$ cat config.mk
export PLATFORM = sky130hd
export DESIGN_NAME = lesf_core_flat
export DESIGN_NICKNAME = d
export VERILOG_FILES = /design/src/design/assert_macros.svh /design/src/design/lesf_pkg.sv /design/src/design/lesf_if.sv /design/src/design/lesf_core.sv /design/src/flat_wrapper.sv
export SDC_FILE = /design/constraint.sdc
export NUM_CORES = 1
export LEC_CHECK = 0
export BUFFER_PORTS_ARGS = -buffer_cell sky130_fd_sc_hd__buf_2
export CAP_MARGIN = 20
export CORE_UTILIZATION = 50
export DETAILED_ROUTE_END_ITERATION = 6
export PLACE_DENSITY = 0.71
export SETUP_SLACK_MARGIN = 0.3
export SLEW_MARGIN = 20
export SYNTH_ARGS = -nofsm -noshare
export SYNTH_HDL_FRONTEND = slang
export SYNTH_SLANG_ARGS = --single-unit
export TNS_END_PERCENT = 100
$ cat constraint.sdc
create_clock -name i_clk -period 9 [get_ports i_clk]
set_clock_uncertainty 0.1 [all_clocks]
set_input_delay 0 -clock i_clk [delete_from_list [all_inputs] [get_ports i_clk]]
set_output_delay 0 -clock i_clk [all_outputs]
set_load 0.02 [all_outputs]
$ cat src/design/assert_macros.svh
// assertion helpers used by the top-level design file
`ifndef ASSERT_MACROS_SVH
`define ASSERT_MACROS_SVH

// same-cycle implication, masked while reset is asserted
`define LESF_ASSERT_IMPLY(label, clk, rst_n, ante, cons, msg) \
    label: assert property (@(posedge clk) disable iff (!(rst_n)) (ante) |-> (cons)) \
        else $error(msg);

// next-cycle implication, masked while reset is asserted
`define LESF_ASSERT_NEXT(label, clk, rst_n, ante, cons, msg) \
    label: assert property (@(posedge clk) disable iff (!(rst_n)) (ante) |=> (cons)) \
        else $error(msg);

`endif

$ cat src/design/lesf_pkg.sv
`timescale 1ns / 1ps

package lesf_pkg;

    localparam int CHAR_W      = 8;
    localparam int GRID_W      = 11;
    localparam int OUT_SIZE_W  = 11;
    localparam int OUT_POS_W   = 10;
    localparam int CFG_IDX_W   = 2;
    localparam int CFG_DATA_W  = 11;
    localparam int LESF_MAX_SIDE = 1024;
    localparam int GRID_SIZE_MAX = (1 << GRID_W) - 1;

    localparam logic [CHAR_W-1:0] EMPTY_CHAR_RST = 8'd46;
    localparam logic [GRID_W-1:0] GRID_SIZE_RST  = 11'd1024;

    typedef enum logic [CFG_IDX_W-1:0] {
        REG_EMPTY_CHAR = 2'd0,
        REG_GRID_SIZE  = 2'd1
    } t_cfg_reg;

    // per-cell position flags handed from the sequencer to the core
    typedef struct packed {
        logic top_row;
        logic left_col;
        logic grid_end;
    } t_cell_flags;

    // largest side the grid can actually reach
    function automatic int side_cap(input int max_side);
        return (max_side < GRID_SIZE_MAX) ? max_side : GRID_SIZE_MAX;
    endfunction

endpackage

$ cat src/design/lesf_if.sv


interface lesf_result_if import lesf_pkg::*; ();
    logic                  valid;
    logic                  ready;
    logic [OUT_SIZE_W-1:0] square_size;
    logic [OUT_POS_W-1:0]  square_col;
    logic [OUT_POS_W-1:0]  square_row;

    modport source (output valid, output square_size, output square_col,
                    output square_row, input ready);
    modport sink   (input valid, input square_size, input square_col,
                    input square_row, output ready);
endinterface


$ cat src/design/lesf_core.sv
`timescale 1ns / 1ps

module lesf_core import lesf_pkg::*; #(
    parameter int MAX_SIDE = LESF_MAX_SIDE
) (
    input  logic                                    i_clk,
    input  logic                                    i_rst_n,
    input  logic                                    i_load,
    input  logic                                    i_free,
    input  logic [$clog2(side_cap(MAX_SIDE))-1:0]   i_col,
    input  logic [$clog2(side_cap(MAX_SIDE))-1:0]   i_row,
    input  t_cell_flags                             i_flags,
    input  logic [$clog2(side_cap(MAX_SIDE)+1)-1:0] i_up,
    output logic                                    o_ready,
    output logic                                    o_wr_en,
    output logic [$clog2(side_cap(MAX_SIDE))-1:0]   o_wr_addr,
    output logic [$clog2(side_cap(MAX_SIDE)+1)-1:0] o_wr_data,
    lesf_result_if.source                           o_result
);

    localparam int SIDE_CAP = side_cap(MAX_SIDE);
    localparam int POS_W    = $clog2(SIDE_CAP);
    localparam int SZ_W     = $clog2(SIDE_CAP + 1);

    logic              r_s1_valid;
    logic              r_s1_free;
    logic [POS_W-1:0]  r_s1_col, r_s1_row;
    t_cell_flags       r_s1_flags;

    logic [SZ_W-1:0]   r_left, r_diag;
    logic [SZ_W-1:0]   r_best_size, n_best_size;
    logic [POS_W-1:0]  r_best_col, n_best_col;
    logic [POS_W-1:0]  r_best_row, n_best_row;

    logic                  r_out_valid;
    logic [OUT_SIZE_W-1:0] r_out_size;
    logic [OUT_POS_W-1:0]  r_out_col, r_out_row;

    logic [SZ_W-1:0]   up, left, diag, min_ul, min_all, v;
    logic              advance;

    always_comb begin
        up      = r_s1_flags.top_row ? '0 : i_up;
        left    = r_s1_flags.left_col ? '0 : r_left;
        diag    = (r_s1_flags.top_row || r_s1_flags.left_col) ? '0 : r_diag;
        min_ul  = (up < left) ? up : left;
        min_all = (min_ul < diag) ? min_ul : diag;
        v       = r_s1_free ? min_all + SZ_W'(1) : '0;

        if (v > r_best_size) begin
            n_best_size = v;
            n_best_col  = r_s1_col - POS_W'(v - SZ_W'(1));
            n_best_row  = r_s1_row - POS_W'(v - SZ_W'(1));
        end else begin
            n_best_size = r_best_size;
            n_best_col  = r_best_col;
            n_best_row  = r_best_row;
        end
    end

    // a grid-ending cell waits only for room in the result register
    assign advance = r_s1_valid &&
                     (!r_s1_flags.grid_end || !r_out_valid || o_result.ready);
    assign o_ready = !r_s1_valid || advance;

    always_ff @(posedge i_clk) begin
        if (!i_rst_n) begin
            r_s1_valid <= 1'b0;
        end else if (i_load) begin
            r_s1_valid <= 1'b1;
        end else if (advance) begin
            r_s1_valid <= 1'b0;
        end
    end

    always_ff @(posedge i_clk) begin
        if (i_load) begin
            r_s1_free  <= i_free;
            r_s1_col   <= i_col;
            r_s1_row   <= i_row;
            r_s1_flags <= i_flags;
        end
    end

    always_ff @(posedge i_clk) begin
        if (!i_rst_n) begin
            r_left      <= '0;
            r_diag      <= '0;
            r_best_size <= '0;
            r_best_col  <= '0;
            r_best_row  <= '0;
        end else if (advance) begin
            if (r_s1_flags.grid_end) begin
                r_left      <= '0;
                r_diag      <= '0;
                r_best_size <= '0;
                r_best_col  <= '0;
                r_best_row  <= '0;
            end else begin
                r_left      <= v;
                r_diag      <= up;
                r_best_size <= n_best_size;
                r_best_col  <= n_best_col;
                r_best_row  <= n_best_row;
            end
        end
    end

    always_ff @(posedge i_clk) begin
        if (!i_rst_n) begin
            r_out_valid <= 1'b0;
        end else if (advance && r_s1_flags.grid_end) begin
            r_out_valid <= 1'b1;
        end else if (o_result.ready) begin
            r_out_valid <= 1'b0;
        end
    end

    always_ff @(posedge i_clk) begin
        if (advance && r_s1_flags.grid_end) begin
            r_out_size <= OUT_SIZE_W'(n_best_size);
            r_out_col  <= OUT_POS_W'(n_best_col);
            r_out_row  <= OUT_POS_W'(n_best_row);
        end
    end

    assign o_wr_en   = advance;
    assign o_wr_addr = r_s1_col;
    assign o_wr_data = v;

    assign o_result.valid       = r_out_valid;
    assign o_result.square_size = r_out_size;
    assign o_result.square_col  = r_out_col;
    assign o_result.square_row  = r_out_row;

endmodule

$ cat src/flat_wrapper.sv
// flat-port wrapper written by rule: the top's interface ports become plain ports
module lesf_core_flat import lesf_pkg::*;
#(
    parameter int MAX_SIDE = LESF_MAX_SIDE
)
  (i_clk, i_rst_n, i_load, i_free, i_col, i_row, i_flags, i_up, o_ready, o_wr_en, o_wr_addr, o_wr_data, o_result_valid, o_result_square_size, o_result_square_col, o_result_square_row, o_result_ready);
  lesf_result_if o_result_i ();
  input  logic i_clk;
  input  logic i_rst_n;
  input  logic i_load;
  input  logic i_free;
  input  logic [$clog2(side_cap(MAX_SIDE))-1:0] i_col;
  input  logic [$clog2(side_cap(MAX_SIDE))-1:0] i_row;
  input  t_cell_flags i_flags;
  input  logic [$clog2(side_cap(MAX_SIDE)+1)-1:0] i_up;
  output logic o_ready;
  output logic o_wr_en;
  output logic [$clog2(side_cap(MAX_SIDE))-1:0] o_wr_addr;
  output logic [$clog2(side_cap(MAX_SIDE)+1)-1:0] o_wr_data;
  output wire logic [$bits(o_result_i.valid)-1:0] o_result_valid;
  output wire logic [$bits(o_result_i.square_size)-1:0] o_result_square_size;
  output wire logic [$bits(o_result_i.square_col)-1:0] o_result_square_col;
  output wire logic [$bits(o_result_i.square_row)-1:0] o_result_square_row;
  input wire logic [$bits(o_result_i.ready)-1:0] o_result_ready;
  assign o_result_valid = o_result_i.valid;
  assign o_result_square_size = o_result_i.square_size;
  assign o_result_square_col = o_result_i.square_col;
  assign o_result_square_row = o_result_i.square_row;
  assign o_result_i.ready = o_result_ready;
  lesf_core #(.MAX_SIDE(MAX_SIDE)) u_core (.i_clk(i_clk), .i_rst_n(i_rst_n), .i_load(i_load), .i_free(i_free), .i_col(i_col), .i_row(i_row), .i_flags(i_flags), .i_up(i_up), .o_ready(o_ready), .o_wr_en(o_wr_en), .o_wr_addr(o_wr_addr), .o_wr_data(o_wr_data), .o_result(o_result_i));
endmodule
==> flow_metrics.tcl <==
set metrics [dict create \
    outcome "completed" \
    drive_above_1_share_pct 20.4 \
    hold_depth 5 \
    syn_area_um2 6860 \
    reg2reg_from "u_core.r_s1_flags[2]" \
    die_x_um 119 \
    cts_inserted_buffers 9 \
    grt_overflow 0 \
    hold_path_class "in2reg" \
    antenna_found_initial 0 \
    cts_buffer_depth 2 \
    setup.worst_path.end_class "flip-flop" \
    grt_pass1_wl_um 31900 \
    placed_area_um2 7560 \
    start_kind "flip-flop" \
    crit_arrival_ns 8.20 \
    ys_types 70 \
    final_util_pct 61.3 \
    syn_inst 726 \
    r2r_end "u_core.o_result.square_row[9]" \
    rsz0062_at_grt "false" \
    clock.fmax_mhz 122 \
    slew_violations 0 \
    syn_nets 815 \
    r2r_slack_ns 0.79 \
    maxSlewHeadroom_pct 35.3 \
    crit_family "compound AO/OA/AOI/OAI gates" \
    reg2regPathDepth 34 \
    n_antenna_cell 0 \
    die-area_um2 14200 \
    grt.total_usage_pct 29.4 \
    dieHeight_um 119 \
    ant_nets 0 \
    port-buffer-count 93 \
    crit_type "reg2reg" \
    clkTransAtPathRegs_ns 0.08 \
    totalWireLength_um 20600 \
    htree_levels 3 \
    fin_area_um2 8150 \
    synth_seq_cells 110 \
    gp_congestion 1.01 \
    power.density_nw_per_um2 243 \
    fillers 1136 \
    required_ns 8.99 \
    firstDrtPassIters 5 \
    tightest_slew_ns 0.962 \
    io_pins 94 \
    async_flop_share_pct 0 \
    drv_cap 0 \
    core_um2 13300 \
    path_buf_inv 4 \
    period_needed_ns 8.21 \
    clk_latency_ns 0.36 \
    synth_area_per_cell_um2 9.45 \
    drt_first_iter_violations 571 \
    fin_nets 935 \
    tns_ns 0 \
    wl_per_cell_um 20.0 \
    slowest_delay_ns 0.53 \
    cp-startpoint "u_core.r_s1_flags[2]" \
    cp_max_fo 16 \
    crit_slowest_cell "edfxtp_1" \
    post-route-period-util_pct 91.2 \
    yosysWarnings 0 \
    start_util_pct 51.6 \
    via_per_inst 5.92 \
    cts_tree "yes" \
    num_vias 6076 \
    hpwl_um 15000 \
    hold_violations 0 \
    syn_to_final_growth_pct 18.7 \
    grt_max_degree 60 \
    rows 42 \
    final_cell_mix "94 x buf_2, 61 x nand2_1, 55 x o21ai_0, 55 x edfxtp_1, 55 x dfxtp_1" \
    p_leak_nw 3.31 \
    grt_pass1_vias 5749 \
    yosysSeqAreaShare_pct 40.1 \
    power_mw 1.98 \
    clockRootBuffer "clkbuf_16" \
    peakVddDrop_v 0.000165 \
    setup_viol 0 \
    hold_slack_ns 0.0551 \
    synth_edf_count 55 \
    clock-sinks 110 \
    drcViolationCount 0 \
    hold_path_end "u_core.r_diag[8]" \
    final_common_cell "buf_2" \
    hp-start "i_up[8]" \
    synth_flop_cell "edfxtp_1" \
]
[worst register-to-register path, delay by kind of cell (launching register included)]
| family | cells | cell delay [ns] |
|---|---|---|
| and+or+nand+nor | 10 | 1.96 |
| adders and majority gates | 4 | 1.21 |
| buffers and inverters | 4 | 0.83 |
| AOI/OAI and AO/OA | 13 | 2.69 |
| xor gates and xnor gates | 2 | 0.36 |
| DFF | 1 | 0.53 |
| muxes | 1 | 0.29 |
[logic make-up after synthesis]
logic type	share of synthesized area, %
AO/OA/AOI/OAI	19.3
XOR/XNOR	4.49
adder cells (fa/ha/maj)	9.50
buffers and inverters	4.25
flip-flops	40.1
multiplexers	3.34
AND/OR/NAND/NOR	19.0
[registers in the layout (all words and copies together) (netlist names), 10 cells and up]
register                     flops
u_core.r_s1_row                 10
u_core.r_left                   11
u_core.o_result.square_col      10
u_core.o_result.square_size     11
u_core.r_diag                   11
u_core.o_result.square_row      10
u_core.r_best_row               10
u_core.o_wr_addr                10
u_core.r_best_size              11
u_core.r_best_col               10
[repair_timing]
item                       in CTS  in global routing
hold endpoints to repair       26                  0
hold buffers                   25                  0
setup buffers                   0                  5
gates resized for setup         0                  5
pin swaps                       0                  1
setup endpoints to repair       1                 62
[per-layer routing]
layer  global-route usage, %  part of all wire [%]  up-vias
met1                    43.6                    48     2915
met5                       0                     0        -
met2                    43.7                    44      265
met4                    8.23                   1.4        0
met3                    5.03                   7.0       22
li1                        -                     -     2874
[cell type report]
type,count,area [um^2],area share (%)
flip-flops and latches,110,2750,33.8
clock inverters,6,46.3,0.568
repair buffers,143,901,11.1
well taps,176,220,2.70
clock buffers,10,229,2.81
inverters,39,146,1.80
multi-input cells,543,3850,47.3
[power by group]
group          switching, mW  internal [mW]
combinational          0.608          0.369
clock                  0.186          0.190
sequential            0.0230          0.603
total                  0.816           1.16
[cells in the mapped netlist, drive strengths merged, types with 8 or more instances]
| cell | instances | area share (%) |
|---|---|---|
| nand2 | 61 | 3.3 |
| o21ai | 60 | 4.4 |
| dfxtp | 55 | 16 |
| edfxtp | 55 | 24 |
| nor2b | 51 | 4.7 |
| ha | 48 | 8.8 |
| inv | 39 | 2.1 |
| a21oi | 38 | 2.8 |
| clkbuf | 28 | 1.6 |
| nor2 | 24 | 1.3 |
| a22oi | 22 | 2.4 |
| nor3 | 22 | 1.7 |
| nand2b | 21 | 1.9 |
| xnor2 | 19 | 2.4 |
| o21a | 14 | 1.6 |
| mux2i | 12 | 1.8 |
| nand3 | 12 | 0.88 |
| and3 | 11 | 1.1 |
| xor2 | 11 | 1.4 |
| a21o | 10 | 1.1 |
| nand4 | 10 | 0.91 |
| mux2 | 9 | 1.6 |
| a21boi | 8 | 0.88 |
[worst max-delay path by stage]
stage / end / slack (ns) / cells past startpoint
2_1_floorplan: u_core.o_result.square_col[8] / 0.72 / 34
3_3_place_gp: u_core.o_result.square_row[9] / 0.44 / 34
3_5_place_dp: u_core.r_best_col[8] / 0.33 / 33
4_1_cts: u_core.r_best_col[8] / 0.30 / 33
5_1_grt: u_core.o_result.square_row[9] / 0.30 / 32
6_report: u_core.o_result.square_row[9] / 0.79 / 34
[through the flow]
step / std cells / setup WS [ns]
after floorplan: 726 / 0.721
after global placement: 981 / 0.444
after detailed placement: 981 / 0.332
after CTS: 1022 / 0.299
after global routing: 1027 / 0.304
final: 1027 / 0.790
No activity file was read; power rests on OpenSTA's default activity.
