$ cat src/design/assert_macros.svh
// assertion helpers used by the top-level design file
`ifndef ASSERT_MACROS_SVH
`define ASSERT_MACROS_SVH

// same-cycle implication, masked while reset is asserted
`define LESF_ASSERT_IMPLY(label, clk, rst_n, ante, cons, msg) \
    label: assert property (@(posedge clk) disable iff (!(rst_n)) (ante) |-> (cons)) \
        else $error(msg);

// next-cycle implication, masked while reset is asserted
`define LESF_ASSERT_NEXT(label, clk, rst_n, ante, cons, msg) \
    label: assert property (@(posedge clk) disable iff (!(rst_n)) (ante) |=> (cons)) \
        else $error(msg);

`endif

$ cat src/design/lesf_pkg.sv
`timescale 1ns / 1ps

package lesf_pkg;

    localparam int CHAR_W      = 8;
    localparam int GRID_W      = 11;
    localparam int OUT_SIZE_W  = 11;
    localparam int OUT_POS_W   = 10;
    localparam int CFG_IDX_W   = 2;
    localparam int CFG_DATA_W  = 11;
    localparam int LESF_MAX_SIDE = 1024;
    localparam int GRID_SIZE_MAX = (1 << GRID_W) - 1;

    localparam logic [CHAR_W-1:0] EMPTY_CHAR_RST = 8'd46;
    localparam logic [GRID_W-1:0] GRID_SIZE_RST  = 11'd1024;

    typedef enum logic [CFG_IDX_W-1:0] {
        REG_EMPTY_CHAR = 2'd0,
        REG_GRID_SIZE  = 2'd1
    } t_cfg_reg;

    // per-cell position flags handed from the sequencer to the core
    typedef struct packed {
        logic top_row;
        logic left_col;
        logic grid_end;
    } t_cell_flags;

    // largest side the grid can actually reach
    function automatic int side_cap(input int max_side);
        return (max_side < GRID_SIZE_MAX) ? max_side : GRID_SIZE_MAX;
    endfunction

endpackage

$ cat src/design/lesf_if.sv


interface lesf_cfg_if import lesf_pkg::*; ();
    logic                  valid;
    logic                  ready;
    logic [CFG_IDX_W-1:0]  reg_index;
    logic [CFG_DATA_W-1:0] wr_data;

    modport source (output valid, output reg_index, output wr_data, input ready);
    modport sink   (input valid, input reg_index, input wr_data, output ready);
endinterface

$ cat src/design/lesf_seq.sv
`timescale 1ns / 1ps

module lesf_seq import lesf_pkg::*; #(
    parameter int MAX_SIDE = LESF_MAX_SIDE
) (
    input  logic                                   i_clk,
    input  logic                                   i_rst_n,
    lesf_cfg_if.sink                               i_cfg,
    input  logic                                   i_accept,
    input  logic [CHAR_W-1:0]                      i_cell_char,
    output logic                                   o_free,
    output logic [$clog2(side_cap(MAX_SIDE))-1:0]  o_col,
    output logic [$clog2(side_cap(MAX_SIDE))-1:0]  o_row,
    output t_cell_flags                            o_flags
);

    localparam int SIDE_CAP = side_cap(MAX_SIDE);
    localparam int POS_W    = $clog2(SIDE_CAP);
    localparam logic [GRID_W-1:0] CAP_SIDE = GRID_W'(SIDE_CAP);

    logic [CHAR_W-1:0] r_empty_char;
    logic [GRID_W-1:0] r_grid_size;
    logic [POS_W-1:0]  r_col, n_col;
    logic [POS_W-1:0]  r_row, n_row;
    logic [GRID_W-1:0] side, last;
    logic              row_end, grid_end;

    assign i_cfg.ready = 1'b1;

    always_ff @(posedge i_clk) begin
        if (!i_rst_n) begin
            r_empty_char <= EMPTY_CHAR_RST;
            r_grid_size  <= GRID_SIZE_RST;
        end else if (i_cfg.valid) begin
            unique case (t_cfg_reg'(i_cfg.reg_index))
                REG_EMPTY_CHAR: r_empty_char <= i_cfg.wr_data[CHAR_W-1:0];
                REG_GRID_SIZE:  r_grid_size  <= i_cfg.wr_data[GRID_W-1:0];
                default: ;
            endcase
        end
    end

    always_comb begin
        priority if (r_grid_size == '0) begin
            side = GRID_W'(1);
        end else if (r_grid_size > CAP_SIDE) begin
            side = CAP_SIDE;
        end else begin
            side = r_grid_size;
        end
        last     = side - GRID_W'(1);
        row_end  = GRID_W'(r_col) >= last;
        grid_end = row_end && (GRID_W'(r_row) >= last);

        priority if (grid_end) begin
            n_col = '0;
            n_row = '0;
        end else if (row_end) begin
            n_col = '0;
            n_row = r_row + POS_W'(1);
        end else begin
            n_col = r_col + POS_W'(1);
            n_row = r_row;
        end
    end

    always_ff @(posedge i_clk) begin
        if (!i_rst_n) begin
            r_col <= '0;
            r_row <= '0;
        end else if (i_accept) begin
            r_col <= n_col;
            r_row <= n_row;
        end
    end

    assign o_free           = (i_cell_char == r_empty_char);
    assign o_col            = r_col;
    assign o_row            = r_row;
    assign o_flags.top_row  = (r_row == '0);
    assign o_flags.left_col = (r_col == '0);
    assign o_flags.grid_end = grid_end;

endmodule

$ cat src/flat_wrapper.sv
// flat-port wrapper written by rule: the top's interface ports become plain ports
module lesf_seq_flat import lesf_pkg::*;
#(
    parameter int MAX_SIDE = LESF_MAX_SIDE
)
  (i_clk, i_rst_n, i_accept, i_cell_char, o_free, o_col, o_row, o_flags, i_cfg_valid, i_cfg_reg_index, i_cfg_wr_data, i_cfg_ready);
  lesf_cfg_if i_cfg_i ();
  input  logic i_clk;
  input  logic i_rst_n;
  input  logic i_accept;
  input  logic [CHAR_W-1:0] i_cell_char;
  output logic o_free;
  output logic [$clog2(side_cap(MAX_SIDE))-1:0] o_col;
  output logic [$clog2(side_cap(MAX_SIDE))-1:0] o_row;
  output t_cell_flags o_flags;
  input wire logic [$bits(i_cfg_i.valid)-1:0] i_cfg_valid;
  input wire logic [$bits(i_cfg_i.reg_index)-1:0] i_cfg_reg_index;
  input wire logic [$bits(i_cfg_i.wr_data)-1:0] i_cfg_wr_data;
  output wire logic [$bits(i_cfg_i.ready)-1:0] i_cfg_ready;
  assign i_cfg_i.valid = i_cfg_valid;
  assign i_cfg_i.reg_index = i_cfg_reg_index;
  assign i_cfg_i.wr_data = i_cfg_wr_data;
  assign i_cfg_ready = i_cfg_i.ready;
  lesf_seq #(.MAX_SIDE(MAX_SIDE)) u_core (.i_clk(i_clk), .i_rst_n(i_rst_n), .i_cfg(i_cfg_i), .i_accept(i_accept), .i_cell_char(i_cell_char), .o_free(o_free), .o_col(o_col), .o_row(o_row), .o_flags(o_flags));
endmodule
$ cat config.mk
export PLATFORM = sky130hd
export DESIGN_NAME = lesf_seq_flat
export DESIGN_NICKNAME = d
export VERILOG_FILES = /design/src/design/assert_macros.svh /design/src/design/lesf_pkg.sv /design/src/design/lesf_if.sv /design/src/design/lesf_seq.sv /design/src/flat_wrapper.sv
export SDC_FILE = /design/constraint.sdc
export NUM_CORES = 1
export LEC_CHECK = 0
export BUFFER_PORTS_ARGS = -buffer_cell sky130_fd_sc_hd__buf_2
export CAP_MARGIN = 10
export CORE_MARGIN = 10
export CORE_UTILIZATION = 45
export DETAILED_ROUTE_END_ITERATION = 12
export GPL_ROUTABILITY_DRIVEN = 0
export HOLD_SLACK_MARGIN = 0.08
export PLACE_DENSITY = 0.67
export REMOVE_ABC_BUFFERS = 1
export SYNTH_ARGS = -nofsm -noshare
export SYNTH_HDL_FRONTEND = slang
export SYNTH_SLANG_ARGS = --single-unit
$ cat constraint.sdc
create_clock -name i_clk -period 11.8 [get_ports i_clk]
set_input_delay 1.18 -clock i_clk [delete_from_list [all_inputs] [get_ports i_clk]]
set_output_delay 1.18 -clock i_clk [all_outputs]
set_load 0.01 [all_outputs]
==> metrics.md, run 1 <==
| Metric | Value |
|---|---|
| CTS clk-pin slew, worst paths | ~0.080 ns |
| DRT Pass-1 Iters | 4 |
| Clock sinks | 39 |
| Num CTS Buffers | 5 |
| Relative slew slack | 49.6% |
| Synth Register Bits | 39 |
| Top cells by count, synth | dfxtp_1, nor2_1, nand2_1 |
| Tcrit/Tclk final | a little under half |
| Setup crit start | u_core.r_grid_size[2] |
| HPWL after DPL | 4560 µm |
| Sequential share of the synthesized area | 31.5% |
| Type of origin of the critical path | flop |
| Top-area cell type share of the netlist area | a little under a third |
| Placed cell areas | 0.00274 mm² |
| Die area | a little under 0.009 mm² |
| Worst vdd ir | roughly 65 µV |
| Number of cells on the worst hold path | 2 |
| Clock power frac | 43.0% |
| Height of the chip | between 90 and 100 µm |
| Final Max Tran Viols | 0 |
| P_int | 235 µW |
| Final Skew | between 0.008 and 0.009 ns |
| Antenna Violating Nets Remaining | 0 |
| Final Hold Vio Count | 0 |
| Tot Pwr | about 300 µW |
| Drt via density | about 5.3 |
| Residual DRC | 0 |
| Setup Viol. Count Final | 0 |
| Chip width | 94.3 µm |
| Nets@finish | roughly 370 |
| Post-CTS resize count | 0 |
| Worst-case clock buffer depth | 2 |
| Starting density of the core | a little under half |
| Core area | roughly 0.0052 mm² |
| Largest family of logic cells by synthesized area | simple AND/OR/NAND/NOR gates |
| Synth cell types | 53 |
| Unrepaired setup endpoints after global routing | false |
| Post-CTS setup buffers | 0 |
| Hold Path Sink | u_core.r_empty_char[2] |
| Synthesized area | between 0.002 and 0.0025 mm² |
| Via count | approximately 2100 |
| R2r startpoint | u_core.r_grid_size[2] |
| Reg2Reg Depth | 15 |
| Synth area leaders | dfxtp_1, ha_1, mux2i_1 |
| Register share of total power | between 40% and 50% |
| Async set or reset register ratio after synthesis | 0% |
| Pin count of the biggest net entering global routing | 23 |
| CTS HTree Levels | 2 |
| Post-synth EDFFs | 0 |
| Synth Area in Compound Gates | 14.3% |
| Crit path max fanout | 11 |
| I/O Buffers | 48 |
| Top_reg_cell synth | dfxtp_1 |
| Achievable Freq | about 180 MHz |
| Final worst slack | roughly 6.3 ns |
| Routed wire per std cell | ~15 µm |
| Worst Setup End Kind | output pin |
| Gate power share | between 10% and 20% |
| Syn Inst Count | approximately 280 |
| Syn-to-layout area delta | 15.7% |
| Total Wirelength | just under 6000 µm |
| Post-synthesis mux area share | a little over 7% |
| Max-Cap Viols | 0 |
| Final min period | 5.54 ns |
| Clock root buffer | clkbuf_8 |
| Layout cells sized above 1 | about a fifth |
| Outcome | finished, final reports clean |
| Min-delay worst type | reg2reg |
| GRT Overall Usage | a little over an eighth |
| Leak | approximately 0.0013 µW |
| WP data arrival | ~4.4 ns |
| CTS tree | built |
| Syn avg cell area | around 8.8 µm² |
| Synth Area in XOR/XNOR | under 10% |
| Net Sw Power | just under 70 µW |
| Setup_tns | 0 ns |
| Syn. warnings | 0 |
| Count leader, synth | dfxtp_1 |
| Antenna violations before repair | 0 |
| Worst-Skew Late Latency | about 0.29 ns |
| Initial DRC count | between 80 and 90 |
| N_diodes | 0 |
| Gr ovfl total | 0 |
| Post-place setup slack | around 6.6 ns |
| CP required | 10.62 ns |
| FF-to-FF setup slack | between 7 and 8 ns |
| Sw frac | a little under a quarter |
| Vias in the first global route | between 2000 and 2500 |
| First-pass GRT wire length | approximately 9800 µm |
| I/O pin count | 50 |
| Worst slew pin tran | between 0.7 and 0.8 ns |
| Site row count | 26 |
| CTS Hold Bufs | 0 |
| Cell taking the most area after synthesis | dfxtp_1 |
| Crit path kind | reg2out |
| Design Area, Final | between 0.002 and 0.003 mm² |
| Min-delay src | u_core.r_empty_char[2] |
| PD cells | roughly 110 mW/mm² |
| Synth Area in Simple Gates | around 23% |
| Post-Synth Adder-Cell Area | around a tenth |
| Reg-to-Reg End | u_core.o_row[9] |
## worst max path at each step
stage | to | slack, ns | cells after the start
after floorplan | o_flags[0] | 7.09 | 14
after global placement | o_flags[0] | 6.72 | 15
after CTS | o_flags[0] | 6.28 | 15
after global routing | o_flags[0] | 5.87 | 16
final | o_flags[0] | 6.26 | 15
after detailed placement | o_flags[0] | 6.62 | 15
## logic make-up after synthesis
kind of cell	after synthesis
mux	18
buf+inv	22
fa+ha+maj	20
flops	39
xor+xnor	27
other cells	1
compound gates	43
simple gates	113
## placed cells by master (no fill, tap or decap), types with 3 or more instances in the layout
master    synthesis  routed
a211oi_1          9       9
a21o_1            4       4
a21oi_1           3       3
a31oi_1           3       3
and2_1            3       3
and3_1            4       4
buf_2             2      48
clkbuf_8          0       5
dfxtp_1          39      39
ha_1             17      17
inv_1             8       8
mux2i_1          18      18
nand2_1          22      22
nand2b_1          3       3
nand3_1          11      11
nand4_1           5       5
nor2_1           34      34
nor3_1           14      14
nor4_1            3       3
o21ai_0           6       6
o22ai_1           3       3
xnor2_1          20      20
xor2_1            7       7
## area by class of cell
class                      count  area, µm²
fill                         499       2370
multi-input combinational    222       1590
timing repair buffer          49        248
clock inverter                 2       60.1
inverter                       8       30.0
clock buffer                   6       72.6
tap                           70       87.6
sequential                    39        781
## per-layer routing
layer  share of wire, %  vias up  track usage, %
li1                   -     1097               -
met1                 48      964            17.0
met2                 46       43            21.4
met3                5.8        5            3.60
met4               0.95        0            3.42
met5                  0        -               0
## per-stage QoR
step	instances	hold slack, ns	util, %
floorplan	269	0.462	-
global placement	388	0.479	52.3
detailed placement	388	0.483	52.3
CTS	396	0.506	54.8
global route	396	0.522	54.8
finish	396	0.503	54.8
## critical path, cell delays in order, from the launching register on
cell and delay (ns):
dfxtp_1 0.38, nor4_4 0.42, nand3_1 0.20, nor2_1 0.12, o21ai_0 0.15, ha_1 0.34
xnor2_1 0.26, ha_1 0.28, a21o_1 0.18, a31oi_1 0.12, o21ai_0 0.12, maj3_2 0.34
a2111oi_4 0.72, nor2_1 0.14, and2_1 0.17, buf_2 0.13
## sequential cells by signal (all words and copies together), names as in the netlist
signal / flops
u_core.r_empty_char: 8
u_core.r_grid_size: 11
u_core.o_row: 10
u_core.o_col: 10
## power by group through the flow
stage	sequential [µW]	clock, µW	combinational (µW)
2_1_floorplan	141	0	22.8
3_3_place_gp	141	0	34.4
3_5_place_dp	141	0	34.8
4_1_cts	138	134	34.9
5_1_grt	139	138	39.4
6_report	138	130	34.7
Note: power is estimated with default switching activity, not from simulation.
==> run 2: changes to the inputs <==
--- a/config.mk
+++ b/config.mk
@@ -5,6 +5,7 @@
 export SDC_FILE = /design/constraint.sdc
 export NUM_CORES = 1
 export LEC_CHECK = 0
+export ABC_AREA = 1
 export BUFFER_PORTS_ARGS = -buffer_cell sky130_fd_sc_hd__buf_2
 export CAP_MARGIN = 10
 export CORE_MARGIN = 10
==> constraint.sdc (replaced) <==
create_clock -name i_clk -period 5.1 [get_ports i_clk]
set_input_delay 0.51 -clock i_clk [delete_from_list [all_inputs] [get_ports i_clk]]
set_output_delay 0.51 -clock i_clk [all_outputs]
set_load 0.01 [all_outputs]
==> metrics.md, run 2 <==
| Metric | Value |
|---|---|
| Outcome | finished, final reports clean |
| Crit path max fanout | 14 |
| Synth cell types | 31 |
| Relative slew slack | between 50% and 60% |
| Count leader, synth | nand2_1 |
| CP required | 4.59 ns |
| Vias in the first global route | roughly 2600 |
| Syn avg cell area | between 6 and 7 µm² |
| Gr ovfl total | 0 |
| Drt via density | between 4 and 5 |
| Final worst slack | 1.24 ns |
| Post-place setup slack | 1.61 ns |
| Antenna Violating Nets Remaining | 0 |
| HPWL after DPL | ~5600 µm |
| Clock sinks | 39 |
| N_diodes | 0 |
| Biggest register | u_core.r_grid_size |
| Site row count | 28 |
| Final Hold Vio Count | 0 |
| Max reg flops | 11 |
| Async set or reset register ratio after synthesis | 0% |
| Chip width | 98.0 µm |
| Post-CTS resize count | 0 |
| Synth area leaders | dfxtp_1, nand2_1, nor2_1 |
| Crit path kind | reg2out |
| Final Max Tran Viols | 0 |
| Nets@finish | 517 |
| Leak | ~0.0017 µW |
| Via count | between 2000 and 3000 |
| WL met2 | 3170 µm |
| Design Area, Final | approximately 0.0031 mm² |
| Residual DRC | 0 |
| Final min period | 3.86 ns |
| Clock root buffer | clkbuf_8 |
| Post-CTS setup buffers | 0 |
| Total Wirelength | just over 7000 µm |
| Worst path bufs/invs | 3 |
| Synth Register Bits | 39 |
| Worst path top cell family by delay | simple AND/OR/NAND/NOR gates |
| CTS HTree Levels | 2 |
| Top cells by count, synth | nand2_1, nor2_1, inv_1 |
| Type of origin of the critical path | flop |
| Most common cell after layout, fill and taps aside | nand2_1 |
| Placed cell areas | approximately 0.0030 mm² |
| Top_reg_cell synth | dfxtp_1 |
| Setup Viol. Count Final | 0 |
| Achievable Freq | 259 MHz |
| Slowest CP cell | dfxtp_1 |
| Critical-path cell list | inv_1 -> nand2_1 -> a21boi_4 -> ha_1 -> xor2_1 -> ha_1 -> nand2_1 -> nand2_1 -> nand2_1 -> nand2_1 -> nand2_1 -> nand3_1 -> nand2_1 -> inv_1 -> nand2_1 -> nand4_1 -> nand2_1 -> nand2_1 -> nand2_2 -> nor2_1 -> buf_2 |
| Syn. warnings | 0 |
| Routed wire per std cell | ~13 µm |
| Antenna violations before repair | 0 |
| Final Skew | between 0.008 and 0.009 ns |
| Critical path's largest stage delay | roughly 0.36 ns |
| Height of the chip | 98.0 µm |
| WP data arrival | about 3.4 ns |
| Top layer in use | met4 |
| First-pass GRT wire length | 12100 µm |
| Unrepaired setup endpoints after global routing | false |
| Initial DRC count | about 250 |
| Layout cells sized above 1 | approximately 16% |
| Max-Cap Viols | 0 |
| Num CTS Buffers | 5 |
| Starting density of the core | approximately 46% |
| Met3 WL | approximately 440 µm |
| Post-synth EDFFs | 0 |
| Cell taking the most area after synthesis | dfxtp_1 |
| Worst-Skew Late Latency | approximately 0.30 ns |
| Worst-case clock buffer depth | 2 |
| Most frequent cells in the layout | nand2_1, nor2_1, inv_1 |
| CTS clk-pin slew, worst paths | around 0.080 ns |
| I/O Buffers | 48 |
| Syn-to-layout area delta | 14.5% |
| Sequential share of the synthesized area | between 20% and 30% |
| Pin count of the biggest net entering global routing | 26 |
| DRT Pass-1 Iters | 4 |
| Worst slew pin tran | around 0.64 ns |
| Worst vdd ir | between 100 and 150 µV |
| Post-Route M1 WL | about 3400 µm |
| Setup_tns | 0 ns |
| Worst Setup End Kind | output pin |
| CTS Hold Bufs | 0 |
| Tcrit/Tclk final | 75.7% |
| Synthesized area | between 0.002 and 0.003 mm² |
| CTS tree | built |
| GRT Overall Usage | between 10 and 15% |
| I/O pin count | 50 |
| Min-delay worst type | in2reg |
| Core area | 0.00592 mm² |
| Die area | around 0.0096 mm² |
| Top-area cell type share of the netlist area | roughly 29% |
| Most used cell, CP | nand2_1 |
| PD cells | roughly 220 mW/mm² |
| Syn Inst Count | about 430 |
run 2: cell type report:
type                            count  area (µm²)
Fill cell                         594        2790
Multi-Input combinational cell    319        1690
Sequential cell                    39         781
Timing Repair Buffer               48         240
Inverter                           62         233
Tap cell                           75        93.8
Clock buffer                        6        82.6
Clock inverter                      2        16.3
run 2: routing by layer:
metal	vias up	track usage (%)
met3	7	3.59
met5	-	0
met2	59	22.6
met4	0	4.36
li1	1453	-
met1	1200	19.4
run 2: final timing paths:
path / startpoint / endpoint / slack, ns / cells past startpoint
worst max-delay path: u_core.r_grid_size[10] / o_flags[0] / 1.24 / 21
worst min-delay path: i_cfg_wr_data[2] / u_core.r_empty_char[2] / 0.42 / 3
worst max register to register: u_core.r_grid_size[5] / u_core.o_row[7] / 1.83 / 24
worst min register to register: u_core.r_empty_char[3] / u_core.r_empty_char[3] / 0.50 / 2
run 2: per-stage QoR:
stage / hold WS [ns] / total power [µW] / utilization, % / instances
detailed placement: 0.480 / 458 / 51.3 / 543
global placement: 0.478 / 456 / 51.3 / 543
finish: 0.424 / 678 / 52.9 / 551
global route: 0.421 / 717 / 52.9 / 551
floorplan: 0.463 / 418 / - / 420
CTS: 0.419 / 685 / 52.9 / 551
run 2: cells by family after synthesis:
logic type,share of synthesized area (%)
compound gates,9.65
xor+xnor,5.12
fa+ha+maj,7.77
buf+inv,9.78
flops,28.5
other cells,0.137
simple gates,39.0
run 2: worst reg2reg max path, cell delays in order (launching register included):
cell and delay (ns):
dfxtp_1 0.38, nor2_1 0.16, nand2_1 0.11, o21bai_4 0.26, nand2_1 0.09, ha_1 0.27, xor2_1 0.21, ha_1 0.30
nand2_1 0.05, nand2_1 0.05, nand2_1 0.05, nand2_1 0.05, nand2_1 0.06, nand2_1 0.06, nand2_1 0.04, nand2_1 0.07
nand2_1 0.04, nand4_1 0.06, nand2_1 0.10, nand2_1 0.22, nand2_2 0.11, nor2_2 0.20, nand3_1 0.10, nand2_1 0.08
nor2_1 0.04
run 2: power by group:
group	switching (µW)	internal [µW]	total, µW
Sequential	10.7	313	324
Combinational	79.3	48.7	128
Clock	116	110	226
